**src/sv/chtq_pkg.sv**
```systemverilog
// shared types and constants of the counting hash table
`timescale 1ns / 1ps

package chtq_pkg;

   localparam int KEY_W     = 32;
   localparam int COUNT_W   = 16;
   localparam int OP_W      = 2;
   localparam int STATUS_W  = 2;
   localparam int SLOT_W    = 2;

   // key reduction runs this many key bits per cycle
   localparam int MOD_BITS  = 8;
   localparam int MOD_STEPS = KEY_W / MOD_BITS;
   localparam int MOD_CNT_W = $clog2(MOD_STEPS);

   typedef logic [OP_W-1:0]     op_type;
   typedef logic [STATUS_W-1:0] status_type;
   typedef logic [SLOT_W-1:0]   slot_state_type;

   // operation codes (the spare code behaves as a search)
   localparam op_type OP_SEARCH = 2'd0;
   localparam op_type OP_INSERT = 2'd1;
   localparam op_type OP_REMOVE = 2'd2;
   localparam op_type OP_SPARE  = 2'd3;

   // slot states
   localparam slot_state_type SLOT_EMPTY = 2'd0;
   localparam slot_state_type SLOT_USED  = 2'd1;
   localparam slot_state_type SLOT_GONE  = 2'd2;

   // result status codes
   localparam status_type ST_OK     = 2'd0;
   localparam status_type ST_ABSENT = 2'd1;
   localparam status_type ST_FULL   = 2'd2;

   localparam logic [COUNT_W-1:0] COUNT_MAX = {COUNT_W{1'b1}};

   // one table slot as held in memory
   typedef struct packed {
      slot_state_type      state;
      logic [KEY_W-1:0]    key;
      logic [COUNT_W-1:0]  count;
   } slot_type;

   // controller to datapath
   typedef struct packed {
      logic clear_step;
      logic load;
      logic mod_step;
      logic issue;
      logic finish;
   } ctrl_cmd_type;

   // datapath to controller
   typedef struct packed {
      logic clear_last;
      logic mod_last;
      logic issue_done;
      logic terminal;
      logic out_free;
   } dp_status_type;

endpackage

```
**src/sv/chtq_req_if.sv**
```systemverilog
// request channel: operation and key
`timescale 1ns / 1ps

interface chtq_req_if import chtq_pkg::*; ();
   logic             valid;
   logic             ready;
   op_type           op;
   logic [KEY_W-1:0] key;

   modport source (output valid, output op, output key, input ready);
   modport sink   (input valid, input op, input key, output ready);
endinterface

```
**src/sv/chtq_rsp_if.sv**
```systemverilog
// response channel: status and count
`timescale 1ns / 1ps

interface chtq_rsp_if import chtq_pkg::*; ();
   logic               valid;
   logic               ready;
   status_type         result_status;
   logic [COUNT_W-1:0] key_count;

   modport source (output valid, output result_status, output key_count, input ready);
   modport sink   (input valid, input result_status, input key_count, output ready);
endinterface

```
**src/sv/chtq_datapath.sv**
```systemverilog
// slot memory, probe address generation, slot update and response register
`timescale 1ns / 1ps

module chtq_datapath import chtq_pkg::*; #(
   parameter int TABLE_SIZE = 16,
   parameter int MAX_PROBES = 16
) (
   input  logic               clock,
   input  logic               reset,
   input  ctrl_cmd_type       cmd,
   output dp_status_type      status,
   input  op_type             req_op,
   input  logic [KEY_W-1:0]   req_key,
   input  logic               rsp_ready,
   output logic               rsp_valid,
   output status_type         rsp_result_status,
   output logic [COUNT_W-1:0] rsp_key_count
);

   localparam int AW    = $clog2(TABLE_SIZE);
   localparam int SUM_W = AW + 1;
   localparam int CNT_W = $clog2(MAX_PROBES + 1);

   // item registers
   op_type               op_ff;
   logic [KEY_W-1:0]     key_ff;
   logic [KEY_W-1:0]     key_sh_ff, key_sh_in;
   logic [MOD_CNT_W-1:0] mod_cnt_ff;

   // probe walk
   logic [AW-1:0]        pos_ff, pos_in;
   logic [AW-1:0]        step_ff, step_in;
   logic [CNT_W-1:0]     issue_cnt_ff;
   logic                 rd_valid_ff;
   logic                 rd_last_ff;
   logic [AW-1:0]        rd_pos_ff;
   slot_type             rd_data_ff;

   // clearing pass
   logic [AW-1:0]        clr_addr_ff;

   // response register
   logic                 rsp_valid_ff;
   status_type           rsp_status_ff;
   logic [COUNT_W-1:0]   rsp_count_ff;

   slot_type             mem [TABLE_SIZE];

   // reduction scratch
   logic [AW-1:0]        rem;
   logic [SUM_W-1:0]     trial;
   logic [SUM_W-1:0]     pos_sum;
   logic [SUM_W-1:0]     step_sum;

   // decision on the slot just read
   logic                 is_empty;
   logic                 is_match;
   logic                 upd_wr;
   slot_type             upd_data;
   status_type           res_status;
   logic [COUNT_W-1:0]   res_count;

   logic                 wr_en;
   logic [AW-1:0]        wr_addr;
   slot_type             wr_data;

   // key mod table size, one key byte per cycle by shift and subtract
   always_comb begin
      rem   = pos_ff;
      trial = '0;
      for (int b = 0; b < MOD_BITS; b++) begin
         trial = {rem, key_sh_ff[KEY_W-1-b]};
         if (trial >= SUM_W'(TABLE_SIZE)) begin
            trial = trial - SUM_W'(TABLE_SIZE);
         end
         rem = trial[AW-1:0];
      end
      key_sh_in = key_sh_ff << MOD_BITS;
   end

   // next quadratic position: pos += 2i+1, step advances by two, both mod size
   always_comb begin
      pos_sum  = {1'b0, pos_ff} + {1'b0, step_ff};
      step_sum = {1'b0, step_ff} + SUM_W'(2);
      if (pos_sum >= SUM_W'(TABLE_SIZE)) begin
         pos_sum = pos_sum - SUM_W'(TABLE_SIZE);
      end
      if (step_sum >= SUM_W'(TABLE_SIZE)) begin
         step_sum = step_sum - SUM_W'(TABLE_SIZE);
      end
      pos_in  = pos_sum[AW-1:0];
      step_in = step_sum[AW-1:0];
   end

   // classify the slot and work out its update and the result
   always_comb begin
      is_empty   = (rd_data_ff.state == SLOT_EMPTY);
      is_match   = (rd_data_ff.state == SLOT_USED) && (rd_data_ff.key == key_ff);
      upd_wr     = 1'b0;
      upd_data   = rd_data_ff;
      res_status = (op_ff == OP_INSERT) ? ST_FULL : ST_ABSENT;
      res_count  = '0;
      if (is_empty) begin
         if (op_ff == OP_INSERT) begin
            upd_wr         = 1'b1;
            upd_data.state = SLOT_USED;
            upd_data.key   = key_ff;
            upd_data.count = COUNT_W'(1);
            res_status     = ST_OK;
            res_count      = COUNT_W'(1);
         end
      end else if (is_match) begin
         res_status = ST_OK;
         res_count  = rd_data_ff.count;
         case (op_ff)
            OP_INSERT: begin
               upd_wr = 1'b1;
               if (rd_data_ff.count != COUNT_MAX) begin
                  upd_data.count = rd_data_ff.count + COUNT_W'(1);
               end
               res_count = upd_data.count;
            end
            OP_REMOVE: begin
               upd_wr = 1'b1;
               if (rd_data_ff.count > COUNT_W'(1)) begin
                  upd_data.count = rd_data_ff.count - COUNT_W'(1);
                  res_count      = upd_data.count;
               end else begin
                  upd_data.state = SLOT_GONE;
                  res_count      = '0;
               end
            end
            default: begin
            end
         endcase
      end
   end

   // memory write port: clearing pass or slot update
   always_comb begin
      wr_en   = cmd.clear_step || (cmd.finish && upd_wr);
      wr_addr = cmd.clear_step ? clr_addr_ff : rd_pos_ff;
      wr_data = upd_data;
      if (cmd.clear_step) begin
         wr_data       = '0;
         wr_data.state = SLOT_EMPTY;
      end
   end

   // slot memory, one write and one registered read a cycle
   always_ff @(posedge clock) begin
      if (wr_en) begin
         mem[wr_addr] <= wr_data;
      end
      if (cmd.issue) begin
         rd_data_ff <= mem[pos_ff];
      end
   end

   // item and probe payload registers
   always_ff @(posedge clock) begin
      if (cmd.load) begin
         op_ff     <= req_op;
         key_ff    <= req_key;
         key_sh_ff <= req_key;
         pos_ff    <= '0;
         step_ff   <= AW'(1);
      end else if (cmd.mod_step) begin
         key_sh_ff <= key_sh_in;
         pos_ff    <= rem;
      end else if (cmd.issue) begin
         pos_ff    <= pos_in;
         step_ff   <= step_in;
      end
      if (cmd.issue) begin
         rd_pos_ff  <= pos_ff;
         rd_last_ff <= (issue_cnt_ff == CNT_W'(MAX_PROBES - 1));
      end
      if (cmd.finish) begin
         rsp_status_ff <= res_status;
         rsp_count_ff  <= res_count;
      end
   end

   // control registers
   always_ff @(posedge clock) begin
      if (reset) begin
         clr_addr_ff  <= '0;
         mod_cnt_ff   <= '0;
         issue_cnt_ff <= '0;
         rd_valid_ff  <= 1'b0;
         rsp_valid_ff <= 1'b0;
      end else begin
         if (cmd.clear_step) begin
            clr_addr_ff <= clr_addr_ff + AW'(1);
         end
         if (cmd.load) begin
            mod_cnt_ff   <= '0;
            issue_cnt_ff <= '0;
            rd_valid_ff  <= 1'b0;
         end else begin
            if (cmd.mod_step) begin
               mod_cnt_ff <= mod_cnt_ff + MOD_CNT_W'(1);
            end
            if (cmd.issue) begin
               issue_cnt_ff <= issue_cnt_ff + CNT_W'(1);
               rd_valid_ff  <= 1'b1;
            end else if (cmd.finish) begin
               rd_valid_ff  <= 1'b0;
            end
         end
         if (cmd.finish) begin
            rsp_valid_ff <= 1'b1;
         end else if (rsp_ready) begin
            rsp_valid_ff <= 1'b0;
         end
      end
   end

   // status back to the controller
   always_comb begin
      status.clear_last = (clr_addr_ff == AW'(TABLE_SIZE - 1));
      status.mod_last   = (mod_cnt_ff == MOD_CNT_W'(MOD_STEPS - 1));
      status.issue_done = (issue_cnt_ff == CNT_W'(MAX_PROBES));
      status.terminal   = rd_valid_ff && (is_empty || is_match || rd_last_ff);
      status.out_free   = !rsp_valid_ff || rsp_ready;
   end

   assign rsp_valid         = rsp_valid_ff;
   assign rsp_result_status = rsp_status_ff;
   assign rsp_key_count     = rsp_count_ff;

endmodule

```
**src/sv/chtq_ctrl.sv**
```systemverilog
// controller: clearing pass, key reduction and probe sequencing
`timescale 1ns / 1ps

module chtq_ctrl import chtq_pkg::*; (
   input  logic          clock,
   input  logic          reset,
   input  logic          req_valid,
   output logic          req_ready,
   input  dp_status_type status,
   output ctrl_cmd_type  cmd
);

   typedef enum logic [1:0] {
      S_CLEAR,
      S_IDLE,
      S_MOD,
      S_PROBE
   } state_type;

   state_type state_ff, state_in;
   logic      ready_ff;

   // commands and next state
   always_comb begin
      cmd      = '0;
      state_in = state_ff;
      unique case (state_ff)
         S_CLEAR: begin
            cmd.clear_step = 1'b1;
            if (status.clear_last) begin
               state_in = S_IDLE;
            end
         end
         S_IDLE: begin
            cmd.load = req_valid && ready_ff;
            if (cmd.load) begin
               state_in = S_MOD;
            end
         end
         S_MOD: begin
            cmd.mod_step = 1'b1;
            if (status.mod_last) begin
               state_in = S_PROBE;
            end
         end
         S_PROBE: begin
            // whole walk holds while the response register is occupied and not being taken
            cmd.finish = status.out_free && status.terminal;
            cmd.issue  = status.out_free && !status.terminal && !status.issue_done;
            if (cmd.finish) begin
               state_in = S_IDLE;
            end
         end
         default: begin
            state_in = S_CLEAR;
         end
      endcase
   end

   // state and registered ready
   always_ff @(posedge clock) begin
      if (reset) begin
         state_ff <= S_CLEAR;
         ready_ff <= 1'b0;
      end else begin
         state_ff <= state_in;
         ready_ff <= (state_in == S_IDLE);
      end
   end

   assign req_ready = ready_ff;

endmodule

```
**src/sv/counting_hash_table_quadratic_probe.sv**
```systemverilog
// top level of the counting hash table with quadratic probing
`timescale 1ns / 1ps

// Counting multiset of TABLE_SIZE slots probed at (key + i*i) mod TABLE_SIZE,
// up to MAX_PROBES probes. Each request (search, insert, remove) gives one
// response with a status and the key's count afterwards. After reset the block
// clears the slot memory one slot at a time and takes no request meanwhile.
// Each waiting request then passes through the accept in idle, the steps that
// reduce the key modulo the table size a byte at a time, one probe per cycle
// while the response register is free for each of the 1 to MAX_PROBES slots
// probed, through the single registered read port of the slot memory, and a
// final step that checks the last slot read, writes it back and loads the
// response. A new request is taken while the last response still waits;
// probing stalls only while that response is not yet taken.

module counting_hash_table_quadratic_probe import chtq_pkg::*; #(
   parameter int TABLE_SIZE = 16,
   parameter int MAX_PROBES = 16
) (
   input  logic       clock,
   input  logic       reset,
   chtq_req_if.sink   req_bus,
   chtq_rsp_if.source rsp_bus
);

   ctrl_cmd_type  cmd;
   dp_status_type status;

   // sequencing
   chtq_ctrl u_ctrl (
      .clock     (clock),
      .reset     (reset),
      .req_valid (req_bus.valid),
      .req_ready (req_bus.ready),
      .status    (status),
      .cmd       (cmd)
   );

   // table and response
   chtq_datapath #(
      .TABLE_SIZE (TABLE_SIZE),
      .MAX_PROBES (MAX_PROBES)
   ) u_datapath (
      .clock             (clock),
      .reset             (reset),
      .cmd               (cmd),
      .status            (status),
      .req_op            (req_bus.op),
      .req_key           (req_bus.key),
      .rsp_ready         (rsp_bus.ready),
      .rsp_valid         (rsp_bus.valid),
      .rsp_result_status (rsp_bus.result_status),
      .rsp_key_count     (rsp_bus.key_count)
   );

endmodule

```
**src/flat_wrapper.sv**
```systemverilog
// flat-port wrapper written by rule: the top's interface ports become plain ports
module counting_hash_table_quadratic_probe_flat import chtq_pkg::*;
#(
   parameter int TABLE_SIZE = 16,
   parameter int MAX_PROBES = 16
)
  (clock, reset, req_bus_valid, req_bus_op, req_bus_key, req_bus_ready, rsp_bus_valid, rsp_bus_result_status, rsp_bus_key_count, rsp_bus_ready);
  chtq_req_if req_bus_i ();
  chtq_rsp_if rsp_bus_i ();
  input  logic clock;
  input  logic reset;
  input wire logic [$bits(req_bus_i.valid)-1:0] req_bus_valid;
  input wire logic [$bits(req_bus_i.op)-1:0] req_bus_op;
  input wire logic [$bits(req_bus_i.key)-1:0] req_bus_key;
  output wire logic [$bits(req_bus_i.ready)-1:0] req_bus_ready;
  output wire logic [$bits(rsp_bus_i.valid)-1:0] rsp_bus_valid;
  output wire logic [$bits(rsp_bus_i.result_status)-1:0] rsp_bus_result_status;
  output wire logic [$bits(rsp_bus_i.key_count)-1:0] rsp_bus_key_count;
  input wire logic [$bits(rsp_bus_i.ready)-1:0] rsp_bus_ready;
  assign req_bus_i.valid = req_bus_valid;
  assign req_bus_i.op = req_bus_op;
  assign req_bus_i.key = req_bus_key;
  assign req_bus_ready = req_bus_i.ready;
  assign rsp_bus_valid = rsp_bus_i.valid;
  assign rsp_bus_result_status = rsp_bus_i.result_status;
  assign rsp_bus_key_count = rsp_bus_i.key_count;
  assign rsp_bus_i.ready = rsp_bus_ready;
  counting_hash_table_quadratic_probe #(.TABLE_SIZE(TABLE_SIZE), .MAX_PROBES(MAX_PROBES)) u_core (.clock(clock), .reset(reset), .req_bus(req_bus_i), .rsp_bus(rsp_bus_i));
endmodule
```
**config.mk**
```make
export PLATFORM = sky130hd
export DESIGN_NAME = counting_hash_table_quadratic_probe_flat
export DESIGN_NICKNAME = d
export VERILOG_FILES = /design/src/sv/chtq_pkg.sv /design/src/sv/chtq_req_if.sv /design/src/sv/chtq_rsp_if.sv /design/src/sv/chtq_datapath.sv /design/src/sv/chtq_ctrl.sv /design/src/sv/counting_hash_table_quadratic_probe.sv /design/src/flat_wrapper.sv
export SDC_FILE = /design/constraint.sdc
export NUM_CORES = 1
export LEC_CHECK = 0
export BUFFER_PORTS_ARGS = -buffer_cell sky130_fd_sc_hd__buf_2
export CAP_MARGIN = 0
export CORE_MARGIN = 4
export CORE_UTILIZATION = 60
export CTS_CLUSTER_DIAMETER = 100
export DETAILED_ROUTE_END_ITERATION = 8
export PLACE_DENSITY = 0.84
export SLEW_MARGIN = 20
export SYNTH_ARGS = -nofsm -noshare
export SYNTH_HDL_FRONTEND = slang
export SYNTH_SLANG_ARGS = --single-unit
```
**constraint.sdc**
```tcl
create_clock -name clock -period 16.5 [get_ports clock]
set_input_delay 0.825 -clock clock [delete_from_list [all_inputs] [get_ports clock]]
set_output_delay 0.825 -clock clock [all_outputs]
set_load 0.005 [all_outputs]
```
* Yosys cells after proc, flatten, opt, wreduce, memory -nomap -nowiden
Memory sizes are Yosys's and may differ from the RTL's. A register that Yosys moved wholly into a read port is not among the register bits. Cells that the tools add are included.
Storage, ports and cells: register bits 113, bits in writable memories 800, input bits 38, output and inout port bits 20, word-level logic and storage cells 137, memories kept 1
Cells by class: add/sub/neg operators 17, order comparisons 11, equality and inequality tests 13, mux-type cells 55, bitwise logic cells 1, reduce and logical (&&, ||, !) cells 23
Memory list:
- u_core.u_datapath.mem | depth 16, width 50, rd ports 1, clocked after memory_dff 1, wr ports 1, line chtq_datapath.sv:47 | slot_type mem [TABLE_SIZE];
Operators with widths (number):
- 2-to-1 mux 16 bit | 7
- 2-to-1 mux 50 bit | 2
- 2-to-1 mux 32 bit | 3
- case mux 16 bit (2 select lines) | 2
- 2-to-1 mux 4 bit | 13
- >= comparator 5 bit (second input constant) | 10
- subtractor 4 x 1 -> 4 bit (second input constant) | 10
- equality test 32 bit | 1
- 2-to-1 mux 2 bit | 13
- adder 16 x 1 -> 16 bit (second input constant) | 1
- > comparator 16 x 1 -> 1 bit (second input constant) | 1
- inequality test 16 bit (second input constant) | 1
- subtractor 16 x 1 -> 16 bit (second input constant) | 1
- 2-to-1 mux 1 bit | 14
- equality test 2 x 1 -> 1 bit (second input constant) | 4
- equality test 2 bit (second input constant) | 4
- case mux 2 bit (4 select lines) | 1
- nonzero test 2 bit | 4
- logical AND 1 bit | 7
- adder 4 x 2 -> 5 bit (second input constant) | 1
- adder 4 x 4 -> 5 bit | 1
- adder 5 x 1 -> 5 bit (second input constant) | 1
- equality test 5 x 4 -> 1 bit (second input constant) | 1
- equality test 5 bit (second input constant) | 1
- 9 further kinds | 16

* Depth between registers and ports, before layout
Gate-level depths: netlist of the first run.
word-level depth 17, mapped depth 13, mapped depth without buffers 12

* Cells and area by module
A second synthesis of the first run with hierarchy kept.
Second synthesis, totals: cell total of the unflattened synthesis 1867, area, all modules 37592.3 µm²
Modules (own cells, without submodules):
- chtq_datapath | instances 1, cells an instance 1847, area each 37434.7 µm², seq. area each 28117.0 µm²
- chtq_ctrl | instances 1, cells an instance 20, area each 157.7 µm², seq. area each 60.1 µm²

* Least setup slack after synthesis of the first run
Ideal clock, no wire load.
kind register -> register, from register u_core.u_datapath.rd_data_ff[38] (netlist name), to memory u_core.u_datapath.mem[12][0] in the netlist's numbering (enable), library setup time 519 ps, data arrival time 5227 ps, required time 15981 ps, slack 10754 ps, stages on the path, launching flop included 9, path buffers 1, period minus slack after synthesis 5746 ps, cell sequence edfxtp_1 > xnor2_1 > nand4_1 > nor4_1 > nand3_2 > o21ai_1 > a21oi_1 > clkbuf_1 > nor3_1
Between the ends: cells in the longest elaborated chain, start to end 11, elaborated cells between the ends (all ways) 13, classes of those cells eq/ne: 1; mux: 5; reduce/logical: 7
RTL lines:
- equality test 32 bit * | line chtq_datapath.sv:98 | is_match = (rd_data_ff.state == SLOT_USED) && (rd_data_ff.key == key_ff);
- logical AND 1 bit * | line chtq_datapath.sv:98
- logical OR 1 bit (2 in a row) | line chtq_datapath.sv:225 | status.terminal = rd_valid_ff && (is_empty || is_match || rd_last_ff);
- logical AND 1 bit | line chtq_datapath.sv:225
- logical AND 1 bit | line chtq_ctrl.sv:48 | cmd.finish = status.out_free && status.terminal;
- 2-to-1 mux 2 bit | line chtq_ctrl.sv:27 | unique case (state_ff)
- logical AND 1 bit * | line chtq_datapath.sv:141 | wr_en = cmd.clear_step || (cmd.finish && upd_wr);
- logical OR 1 bit * | line chtq_datapath.sv:141
- 2-to-1 mux 1 bit * | line chtq_datapath.sv:152 | if (wr_en) begin
- 2-to-1 mux 1 bit (not written as such) * | line chtq_datapath.sv:153 | mem[wr_addr] <= wr_data;
- end, declared | line chtq_datapath.sv:47
Every way passes the cells marked *; elsewhere a longest branch is shown, timed or not.

* Final worst setup path of the first run
from register u_core.u_datapath.rd_data_ff[16] (netlist name), to memory u_core.u_datapath.mem[3][9] in the netlist's numbering (enable)
Between the ends: cells in the longest elaborated chain, start to end 11, elaborated cells between the ends (all ways) 13, classes of those cells eq/ne: 1; mux: 5; reduce/logical: 7
RTL lines (line):
- equality test 32 bit * | chtq_datapath.sv:98
- logical AND 1 bit * | chtq_datapath.sv:98
- logical OR 1 bit (2 in a row) | chtq_datapath.sv:225
- logical AND 1 bit | chtq_datapath.sv:225
- logical AND 1 bit | chtq_ctrl.sv:48
- 2-to-1 mux 2 bit | chtq_ctrl.sv:27
- logical AND 1 bit * | chtq_datapath.sv:141
- logical OR 1 bit * | chtq_datapath.sv:141
- 2-to-1 mux 1 bit * | chtq_datapath.sv:152
- 2-to-1 mux 1 bit (not written as such) * | chtq_datapath.sv:153
Marks and branches as above.

==> impl_metrics.env, run 1 <==
export IMPL_cts_made_buffers=90
export IMPL_register_area_sq_um=28190
export IMPL_cts_tree="done"
export IMPL_rsz0062_at_grt="false"
export IMPL_place_port_buffers=57
export IMPL_synth_top_cell_area_share=0.7393
export IMPL_cts_hold_fix_buffers=0
export IMPL_num_nets_final=2008
export IMPL_cp_cell_sequence="xnor2_1, nand3b_1, nor4_1, nand3_2, o21ai_1, a21oi_2, nor3_2, buf_4"
export IMPL_root_buffer="sky130_fd_sc_hd__clkbuf_16"
export IMPL_dieArea_sq_um=66550
export IMPL_final_layout_size_suffix_gt1_frac=0.2793
export IMPL_critPathCaptureType="register"
export IMPL_grt_overflow_total=0
export IMPL_cts_repair_resize_count=0
export IMPL_worstReg2RegEnd="u_core.u_datapath.mem[3][9]$_DFFE_PP_"
export IMPL_via_count=19900
export IMPL_hold_path_startpoint="req_bus_key[29]"
export IMPL_max_vdd_ir_drop_v=0.0001085
export IMPL_multi_input_comb_area_sq_um=9015
export IMPL_syn_avg_cell_area_sq_um=20.08
export IMPL_cts_htree_levels=3
export IMPL_family_with_the_most_delay_on_the_worst_path="simple AND/OR/NAND/NOR gates"
export IMPL_required_time_at_the_worst_slack_endpoint_ps=16760
export IMPL_worst_slew_margin_rel=0.2453
export IMPL_count_of_buffer_and_inverter_cells_on_the_critical_path=1
export IMPL_clkLatencyLatePin_ps=660
export IMPL_netlist_area_sq_um=37490
export IMPL_p_int_mw=3.984
export IMPL_maxCapViolations=0
export IMPL_startpoint_type="register"
export IMPL_clkSinkCount=946
export IMPL_final_setup_skew_ps=32.47
export IMPL_min_delay_path_class="in2reg"
export IMPL_dp_final_hpwl_mm=45.87
export IMPL_p_leak_nw=13.41
export IMPL_holdPathStages=1
export IMPL_ys_dominant_reg_cell="sky130_fd_sc_hd__edfxtp_1"
export IMPL_synth_area_leader_cell="sky130_fd_sc_hd__edfxtp_1"
export IMPL_chipHeight_microns=258.0
export IMPL_setup_viol_count_final=0
export IMPL_report_final_slew_viol_count=0
export IMPL_worst_path_max_delay_cell="sky130_fd_sc_hd__nor3_2"
export IMPL_worst_r2r_setup_slack_ps=11170
export IMPL_synth_warnings=0
export IMPL_number_of_diodes=0
export IMPL_drt_wirelength_per_cell_microns=32.66
export IMPL_most_frequent_cells_in_the_layout="sky130_fd_sc_hd__edfxtp_1, sky130_fd_sc_hd__mux4_2, sky130_fd_sc_hd__nand2_1"
export IMPL_path_max_fanout=41
export IMPL_fillers=3554
export IMPL_setup_tns_final_ps=0
export IMPL_layout_cells_most_common="sky130_fd_sc_hd__edfxtp_1"
export IMPL_reg2reg_from="u_core.u_datapath.rd_data_ff[16]$_DFFE_PP_"
export IMPL_clk_pin_slew_worst_paths_ps=60
export IMPL_synthTopCellsByArea="sky130_fd_sc_hd__edfxtp_1, sky130_fd_sc_hd__mux4_2, sky130_fd_sc_hd__nand2_1"
export IMPL_worst_path_largest_cell_delay_ps=940
export IMPL_die_width_microns=258.0
export IMPL_drt_wl_total_mm=93.65
export IMPL_final_util=0.6787
export IMPL_core_area_sq_um=61830
export IMPL_worst_slew_pin_transition_ps=1132
export IMPL_critical_path_class="reg2reg"
export IMPL_post_cts_setup_buffer_count=0
export IMPL_arrival_ps=5590
export IMPL_synthSimpleGateAreaFrac=0.04135
export IMPL_comb_power_share=0.059
export IMPL_synth_seq_area_share=0.7516
export IMPL_synth_edff_count=923
export IMPL_mappedNetlistNets=1920
export IMPL_avgViaCountPerCell=6.942
export IMPL_synth_mux_area_fraction=0.1521
export IMPL_r2r_worst_path_cells=8
export IMPL_hold_path_endpoint="u_core.u_datapath.key_ff[29]$_DFFE_PP_"
export IMPL_power_switching_fraction=0.2150
export IMPL_groute_usage_overall=0.2830
export IMPL_synthAdderAreaFrac=0.005206
export IMPL_initial_cell_density_of_the_core=0.6064
export IMPL_placementRows=91
export IMPL_post_synth_num_cell_types=68
export IMPL_floorplan_io_pins=58
export IMPL_maxClockFrequency_mhz=187.7
export IMPL_gp_congestion=0.8642
export IMPL_antenna_left=0
export IMPL_ctsLongestPathBuffers=3
export IMPL_main_combinational_cell_family_by_area_after_synthesis="multiplexers"
export IMPL_drc_errors=0
export IMPL_setup_worst_path_start="u_core.u_datapath.rd_data_ff[16]$_DFFE_PP_"
export IMPL_first_pass_grt_wire_length_mm=137.0
export IMPL_hold_viol=0
export IMPL_netSwitchingPower_mw=1.091
export IMPL_power_frac_seq=0.530
export IMPL_worst_slack_ps=11170
export IMPL_post_synth_inst_count=1867
export IMPL_p_r_area_growth_vs_syn_pct=11.92
export IMPL_grt_pass1_vias=20130
export IMPL_status="complete, no violations"
export IMPL_number_of_antenna_violations_at_the_first_check_in_global_routing=3
export IMPL_layout_min_cycle_time_ps=5329
export IMPL_grt_start_max_net_pins=150
export IMPL_async_flop_share=0
export IMPL_place_worst_setup_slack_ps=11460
export IMPL_initialDrtViolationCount=3072
export IMPL_power_density_nw_per_um2=120.9
export IMPL_clock_power_share=0.411
export IMPL_postSynthRegisterBits=946
export IMPL_post_synth_xor_area_fraction=0.009812
export IMPL_drt_pre_antenna_iters=8
export IMPL_layout_worst_path_cycle_share=0.3230
export IMPL_synth_compound_area_frac=0.02543
## cell families (layout without fill, tap and decap cells)
| kind of cell | after synthesis | in the layout |
|---|---|---|
| DFF | 946 | 946 |
| and+or+nand+nor | 320 | 320 |
| muxes | 257 | 257 |
| AOI/OAI and AO/OA | 154 | 154 |
| buffers and inverters | 133 | 296 |
| xor gates and xnor gates | 42 | 42 |
| adders and majority gates | 15 | 15 |
## power by group through the flow
| stage | clock, mW | combinational (mW) | sequential [mW] |
|---|---|---|---|
| final | 2.08 | 0.300 | 2.69 |
| after global routing | 2.21 | 0.313 | 2.69 |
| after CTS | 2.10 | 0.298 | 2.69 |
| after detailed placement | 0 | 0.291 | 2.74 |
| after global placement | 0 | 0.284 | 2.73 |
| after floorplan | 0 | 0.212 | 2.72 |
## sequential cells by signal, summed over array words and instances, names as in the netlist, 2 cells and up
register,count
u_core.u_datapath.rd_pos_ff,4
u_core.u_ctrl.state_ff,2
u_core.u_datapath.step_ff,3
u_core.u_datapath.rd_data_ff,50
u_core.u_datapath.key_ff,32
u_core.u_datapath.mem,800
u_core.u_datapath.rsp_result_status,2
u_core.u_datapath.key_sh_ff,16
u_core.u_datapath.issue_cnt_ff,5
u_core.u_datapath.clr_addr_ff,4
u_core.u_datapath.rsp_key_count,16
u_core.u_datapath.pos_ff,4
u_core.u_datapath.op_ff,2
u_core.u_datapath.mod_cnt_ff,2
## synth_stat cells, types with 3 or more instances
| cell type | instances |
|---|---|
| sky130_fd_sc_hd__inv_2 | 3 |
| sky130_fd_sc_hd__ha_1 | 14 |
| sky130_fd_sc_hd__and3_1 | 7 |
| sky130_fd_sc_hd__o31ai_1 | 4 |
| sky130_fd_sc_hd__inv_1 | 25 |
| sky130_fd_sc_hd__o211ai_1 | 4 |
| sky130_fd_sc_hd__nand4_1 | 15 |
| sky130_fd_sc_hd__nor2b_1 | 6 |
| sky130_fd_sc_hd__a211oi_1 | 8 |
| sky130_fd_sc_hd__a21o_1 | 3 |
| sky130_fd_sc_hd__o21ai_0 | 15 |
| sky130_fd_sc_hd__and2_1 | 7 |
| sky130_fd_sc_hd__clkbuf_1 | 60 |
| sky130_fd_sc_hd__dfxtp_1 | 23 |
| sky130_fd_sc_hd__nand2_1 | 148 |
| sky130_fd_sc_hd__nand3_1 | 20 |
| sky130_fd_sc_hd__mux2i_1 | 6 |
| sky130_fd_sc_hd__buf_4 | 3 |
| sky130_fd_sc_hd__xor2_1 | 6 |
| sky130_fd_sc_hd__xnor2_1 | 36 |
| sky130_fd_sc_hd__a31oi_1 | 14 |
| sky130_fd_sc_hd__nand2b_1 | 4 |
| sky130_fd_sc_hd__nor3_1 | 36 |
| sky130_fd_sc_hd__and4_1 | 3 |
| sky130_fd_sc_hd__or3_1 | 4 |
| sky130_fd_sc_hd__nor4_1 | 3 |
| sky130_fd_sc_hd__o22ai_1 | 5 |
| sky130_fd_sc_hd__a221o_1 | 3 |
| sky130_fd_sc_hd__mux4_2 | 250 |
| sky130_fd_sc_hd__o21ai_1 | 10 |
| sky130_fd_sc_hd__o21a_1 | 4 |
| sky130_fd_sc_hd__nor2_1 | 43 |
| sky130_fd_sc_hd__a21oi_1 | 63 |
| sky130_fd_sc_hd__buf_2 | 27 |
| sky130_fd_sc_hd__edfxtp_1 | 923 |
| sky130_fd_sc_hd__buf_1 | 15 |
| sky130_fd_sc_hd__nor3b_1 | 7 |
## worst max path at each step
stage,end,depth (start not counted)
global route,u_core.u_datapath.mem[2][48]$_DFFE_PP_,8
global placement,u_core.u_datapath.mem[3][26]$_DFFE_PP_,8
floorplan,u_core.u_datapath.mem[12][0]$_DFFE_PP_,8
CTS,u_core.u_datapath.mem[2][48]$_DFFE_PP_,8
detailed placement,u_core.u_datapath.mem[2][21]$_DFFE_PP_,8
finish,u_core.u_datapath.mem[3][9]$_DFFE_PP_,8
## metal layers
| layer | vias up | global-route usage | routed length (microns) |
|---|---|---|---|
| met1 | 10160 | 0.3875 | 32570 |
| li1 | 7829 | - | - |
| met5 | - | 0 | 13 |
| met2 | 1618 | 0.4587 | 46320 |
| met4 | 2 | 0.1044 | 4171 |
| met3 | 297 | 0.06159 | 10570 |
## per-stage QoR
stage,instances,instance area (sq um),total power [mW],hold WS [ps]
floorplan,1867,37490,2.937,406.4
global placement,2698,38830,3.016,447.0
detailed placement,2698,38830,3.029,456.0
CTS,2865,41780,5.086,333.7
global route,2867,41960,5.215,340.5
finish,2867,41960,5.075,354.2
## final cells by class
cell class | count | area share
clock inverter | 59 | 0.01357
multi-input combinational | 788 | 0.2148
timing repair buffer | 101 | 0.01557
tap | 837 | 0.02496
sequential | 946 | 0.6718
inverter | 28 | 0.002505
clock buffer | 108 | 0.05674
Power figures use the tool's default switching activity.
==> run 2, diff against run 1 <==
Clock period 16.5 ns to 5 ns, I/O delays scaled along.
==> impl_metrics.env, run 2 (synthesized netlist as in run 1, its figures left out) <==
export IMPL_report_final_slew_viol_count=0
export IMPL_cts_htree_levels=3
export IMPL_post_cts_setup_buffer_count=0
export IMPL_final_layout_size_suffix_gt1_frac=0.2752
export IMPL_drc_errors=0
export IMPL_worst_path_largest_cell_delay_ps=700
export IMPL_max_vdd_ir_drop_v=0.0003920
export IMPL_clkLatencyLatePin_ps=660
export IMPL_path_max_fanout=20
export IMPL_first_pass_grt_wire_length_mm=142.0
export IMPL_rsz0062_at_grt="false"
export IMPL_hold_path_endpoint="u_core.u_datapath.op_ff[0]$_DFFE_PP_"
export IMPL_reg2reg_from="u_core.u_datapath.rd_data_ff[44]$_DFFE_PP_"
export IMPL_p_leak_nw=13.91
export IMPL_layout_cells_most_common="sky130_fd_sc_hd__edfxtp_1"
export IMPL_registers_top_by_ff_count="u_core.u_datapath.mem"
export IMPL_antenna_left=0
export IMPL_avgViaCountPerCell=6.942
export IMPL_place_port_buffers=57
export IMPL_final_util=0.6918
export IMPL_root_buffer="sky130_fd_sc_hd__clkbuf_16"
export IMPL_p_r_area_growth_vs_syn_pct=14.08
export IMPL_gp_congestion=0.8712
export IMPL_worst_path_max_delay_cell="sky130_fd_sc_hd__nor2_1"
export IMPL_critical_path_class="reg2reg"
export IMPL_number_of_antenna_violations_at_the_first_check_in_global_routing=1
export IMPL_drt_pre_antenna_iters=6
export IMPL_count_of_buffer_and_inverter_cells_on_the_critical_path=2
export IMPL_layout_min_cycle_time_ps=4126
export IMPL_fillers=3484
export IMPL_final_setup_skew_ps=31.08
export IMPL_dieArea_sq_um=66550
export IMPL_place_worst_setup_slack_ps=1197
export IMPL_ctsLongestPathBuffers=3
export IMPL_drt_wirelength_per_cell_microns=32.80
export IMPL_floorplan_io_pins=58
export IMPL_hold_viol=0
export IMPL_worst_slack_ps=873.8
export IMPL_number_of_diodes=0
export IMPL_status="complete, no violations"
export IMPL_maxClockFrequency_mhz=242.4
export IMPL_grt_overflow_total=0
export IMPL_placedInstanceArea_sq_um=39120
export IMPL_num_nets_final=2062
export IMPL_arrival_ps=4440
export IMPL_setup_viol_count_final=0
export IMPL_holdPathStages=2
export IMPL_largest_register_ff_count=800
export IMPL_worst_slew_pin_transition_ps=1135
export IMPL_clkSinkCount=946
export IMPL_drt_wl_total_mm=95.88
export IMPL_die_width_microns=258.0
export IMPL_cts_repair_resize_count=0
export IMPL_worst_r2r_setup_slack_ps=870
export IMPL_dp_final_hpwl_mm=47.19
export IMPL_startpoint_type="register"
export IMPL_r2r_worst_path_cells=8
export IMPL_critPathCaptureType="register"
export IMPL_min_delay_path_class="in2reg"
export IMPL_total_power_mw=17.28
export IMPL_cp_cell_sequence="xnor2_1, nand4_1, nor4_1, nand3_2, buf_4, inv_2, mux2_2, nor2_1"
export IMPL_grt_pass1_vias=20760
export IMPL_multi_input_comb_area_sq_um=8965
export IMPL_setup_tns_final_ps=0
export IMPL_register_area_sq_um=28190
export IMPL_worst_slew_margin_rel=0.2430
export IMPL_core_area_sq_um=61830
export IMPL_most_frequent_cells_in_the_layout="sky130_fd_sc_hd__edfxtp_1, sky130_fd_sc_hd__mux4_2, sky130_fd_sc_hd__nand2_1"
export IMPL_maxCapViolations=0
export IMPL_family_with_the_most_delay_on_the_worst_path="simple AND/OR/NAND/NOR gates"
export IMPL_worstReg2RegEnd="u_core.u_datapath.mem[14][7]$_DFFE_PP_"
export IMPL_cts_made_buffers=92
export IMPL_hold_path_startpoint="req_bus_op[0]"
export IMPL_via_count=20290
export IMPL_chipHeight_microns=258.0
export IMPL_placementRows=91
export IMPL_grt_start_max_net_pins=140
export IMPL_initialDrtViolationCount=3174
export IMPL_reg_top3="u_core.u_datapath.mem x800, u_core.u_datapath.rd_data_ff x50, u_core.u_datapath.key_ff x32"
export IMPL_cts_tree="done"
export IMPL_required_time_at_the_worst_slack_endpoint_ps=5310
export IMPL_groute_usage_overall=0.2919
export IMPL_initial_cell_density_of_the_core=0.6064
export IMPL_power_density_nw_per_um2=403.9
export IMPL_clk_pin_slew_worst_paths_ps=60
export IMPL_fin_area_sq_um=42770
export IMPL_layout_worst_path_cycle_share=0.8252
[run 2: cell types whose count changed in the layout (fill, tap and decap cells not counted), sizes merged]
cell,delta
clkinvlp,-4
inv,-2
dlygate4sd3,+37
buf,+15
clkinv,+2
bufinv,+8
[run 2: worst max-delay path by stage]
stage	startpoint	to	slack [ps]	cells past startpoint
3_3_place_gp	u_core.u_datapath.key_ff[31]$_DFFE_PP_	u_core.u_datapath.mem[14][7]$_DFFE_PP_	1300	8
2_1_floorplan	u_core.u_datapath.rd_data_ff[38]$_DFFE_PP_	u_core.u_datapath.mem[12][0]$_DFFE_PP_	-750	8
3_5_place_dp	u_core.u_datapath.rd_data_ff[44]$_DFFE_PP_	u_core.u_datapath.mem[14][7]$_DFFE_PP_	1200	8
5_1_grt	u_core.u_datapath.rd_data_ff[44]$_DFFE_PP_	u_core.u_datapath.mem[14][7]$_DFFE_PP_	680	8
4_1_cts	u_core.u_datapath.rd_data_ff[44]$_DFFE_PP_	u_core.u_datapath.mem[5][7]$_DFFE_PP_	1040	8
6_report	u_core.u_datapath.rd_data_ff[44]$_DFFE_PP_	u_core.u_datapath.mem[14][7]$_DFFE_PP_	870	8
[run 2: metal layers]
layer	global-route usage	routed length, microns	vias to the layer above
met5	0	0	-
met4	0.1038	4025	0
met3	0.06129	10610	288
met2	0.4788	47760	1632
met1	0.3974	33490	10420
li1	-	-	7947
[run 2: power by group]
group / internal, mW / switching (mW)
clock network: 4.30 / 3.08
logic: 0.504 / 0.514
registers: 8.78 / 0.0925
total: 13.6 / 3.69
[run 2: final cells by class]
cell class                      count  area share
Clock inverter                     63     0.01931
Clock buffer                      108     0.05523
Tap cell                          837     0.02449
Inverter                           28    0.002457
Timing Repair Buffer              153     0.02978
Multi-Input combinational cell    788      0.2096
Sequential cell                   946      0.6591
[run 2: what timing repair did]
item                                   in CTS  in global routing
setup endpoints to repair                   0                  0
hold buffers                               37                  0
endpoints found under the hold margin      50                  0
[run 2: stage by stage]
stage | hold slack (ps) | cells
finish | 329.0 | 2923
global route | 316.7 | 2923
CTS | 292.4 | 2923
detailed placement | 431.7 | 2715
global placement | 432.7 | 2715
floorplan | 348.9 | 1867
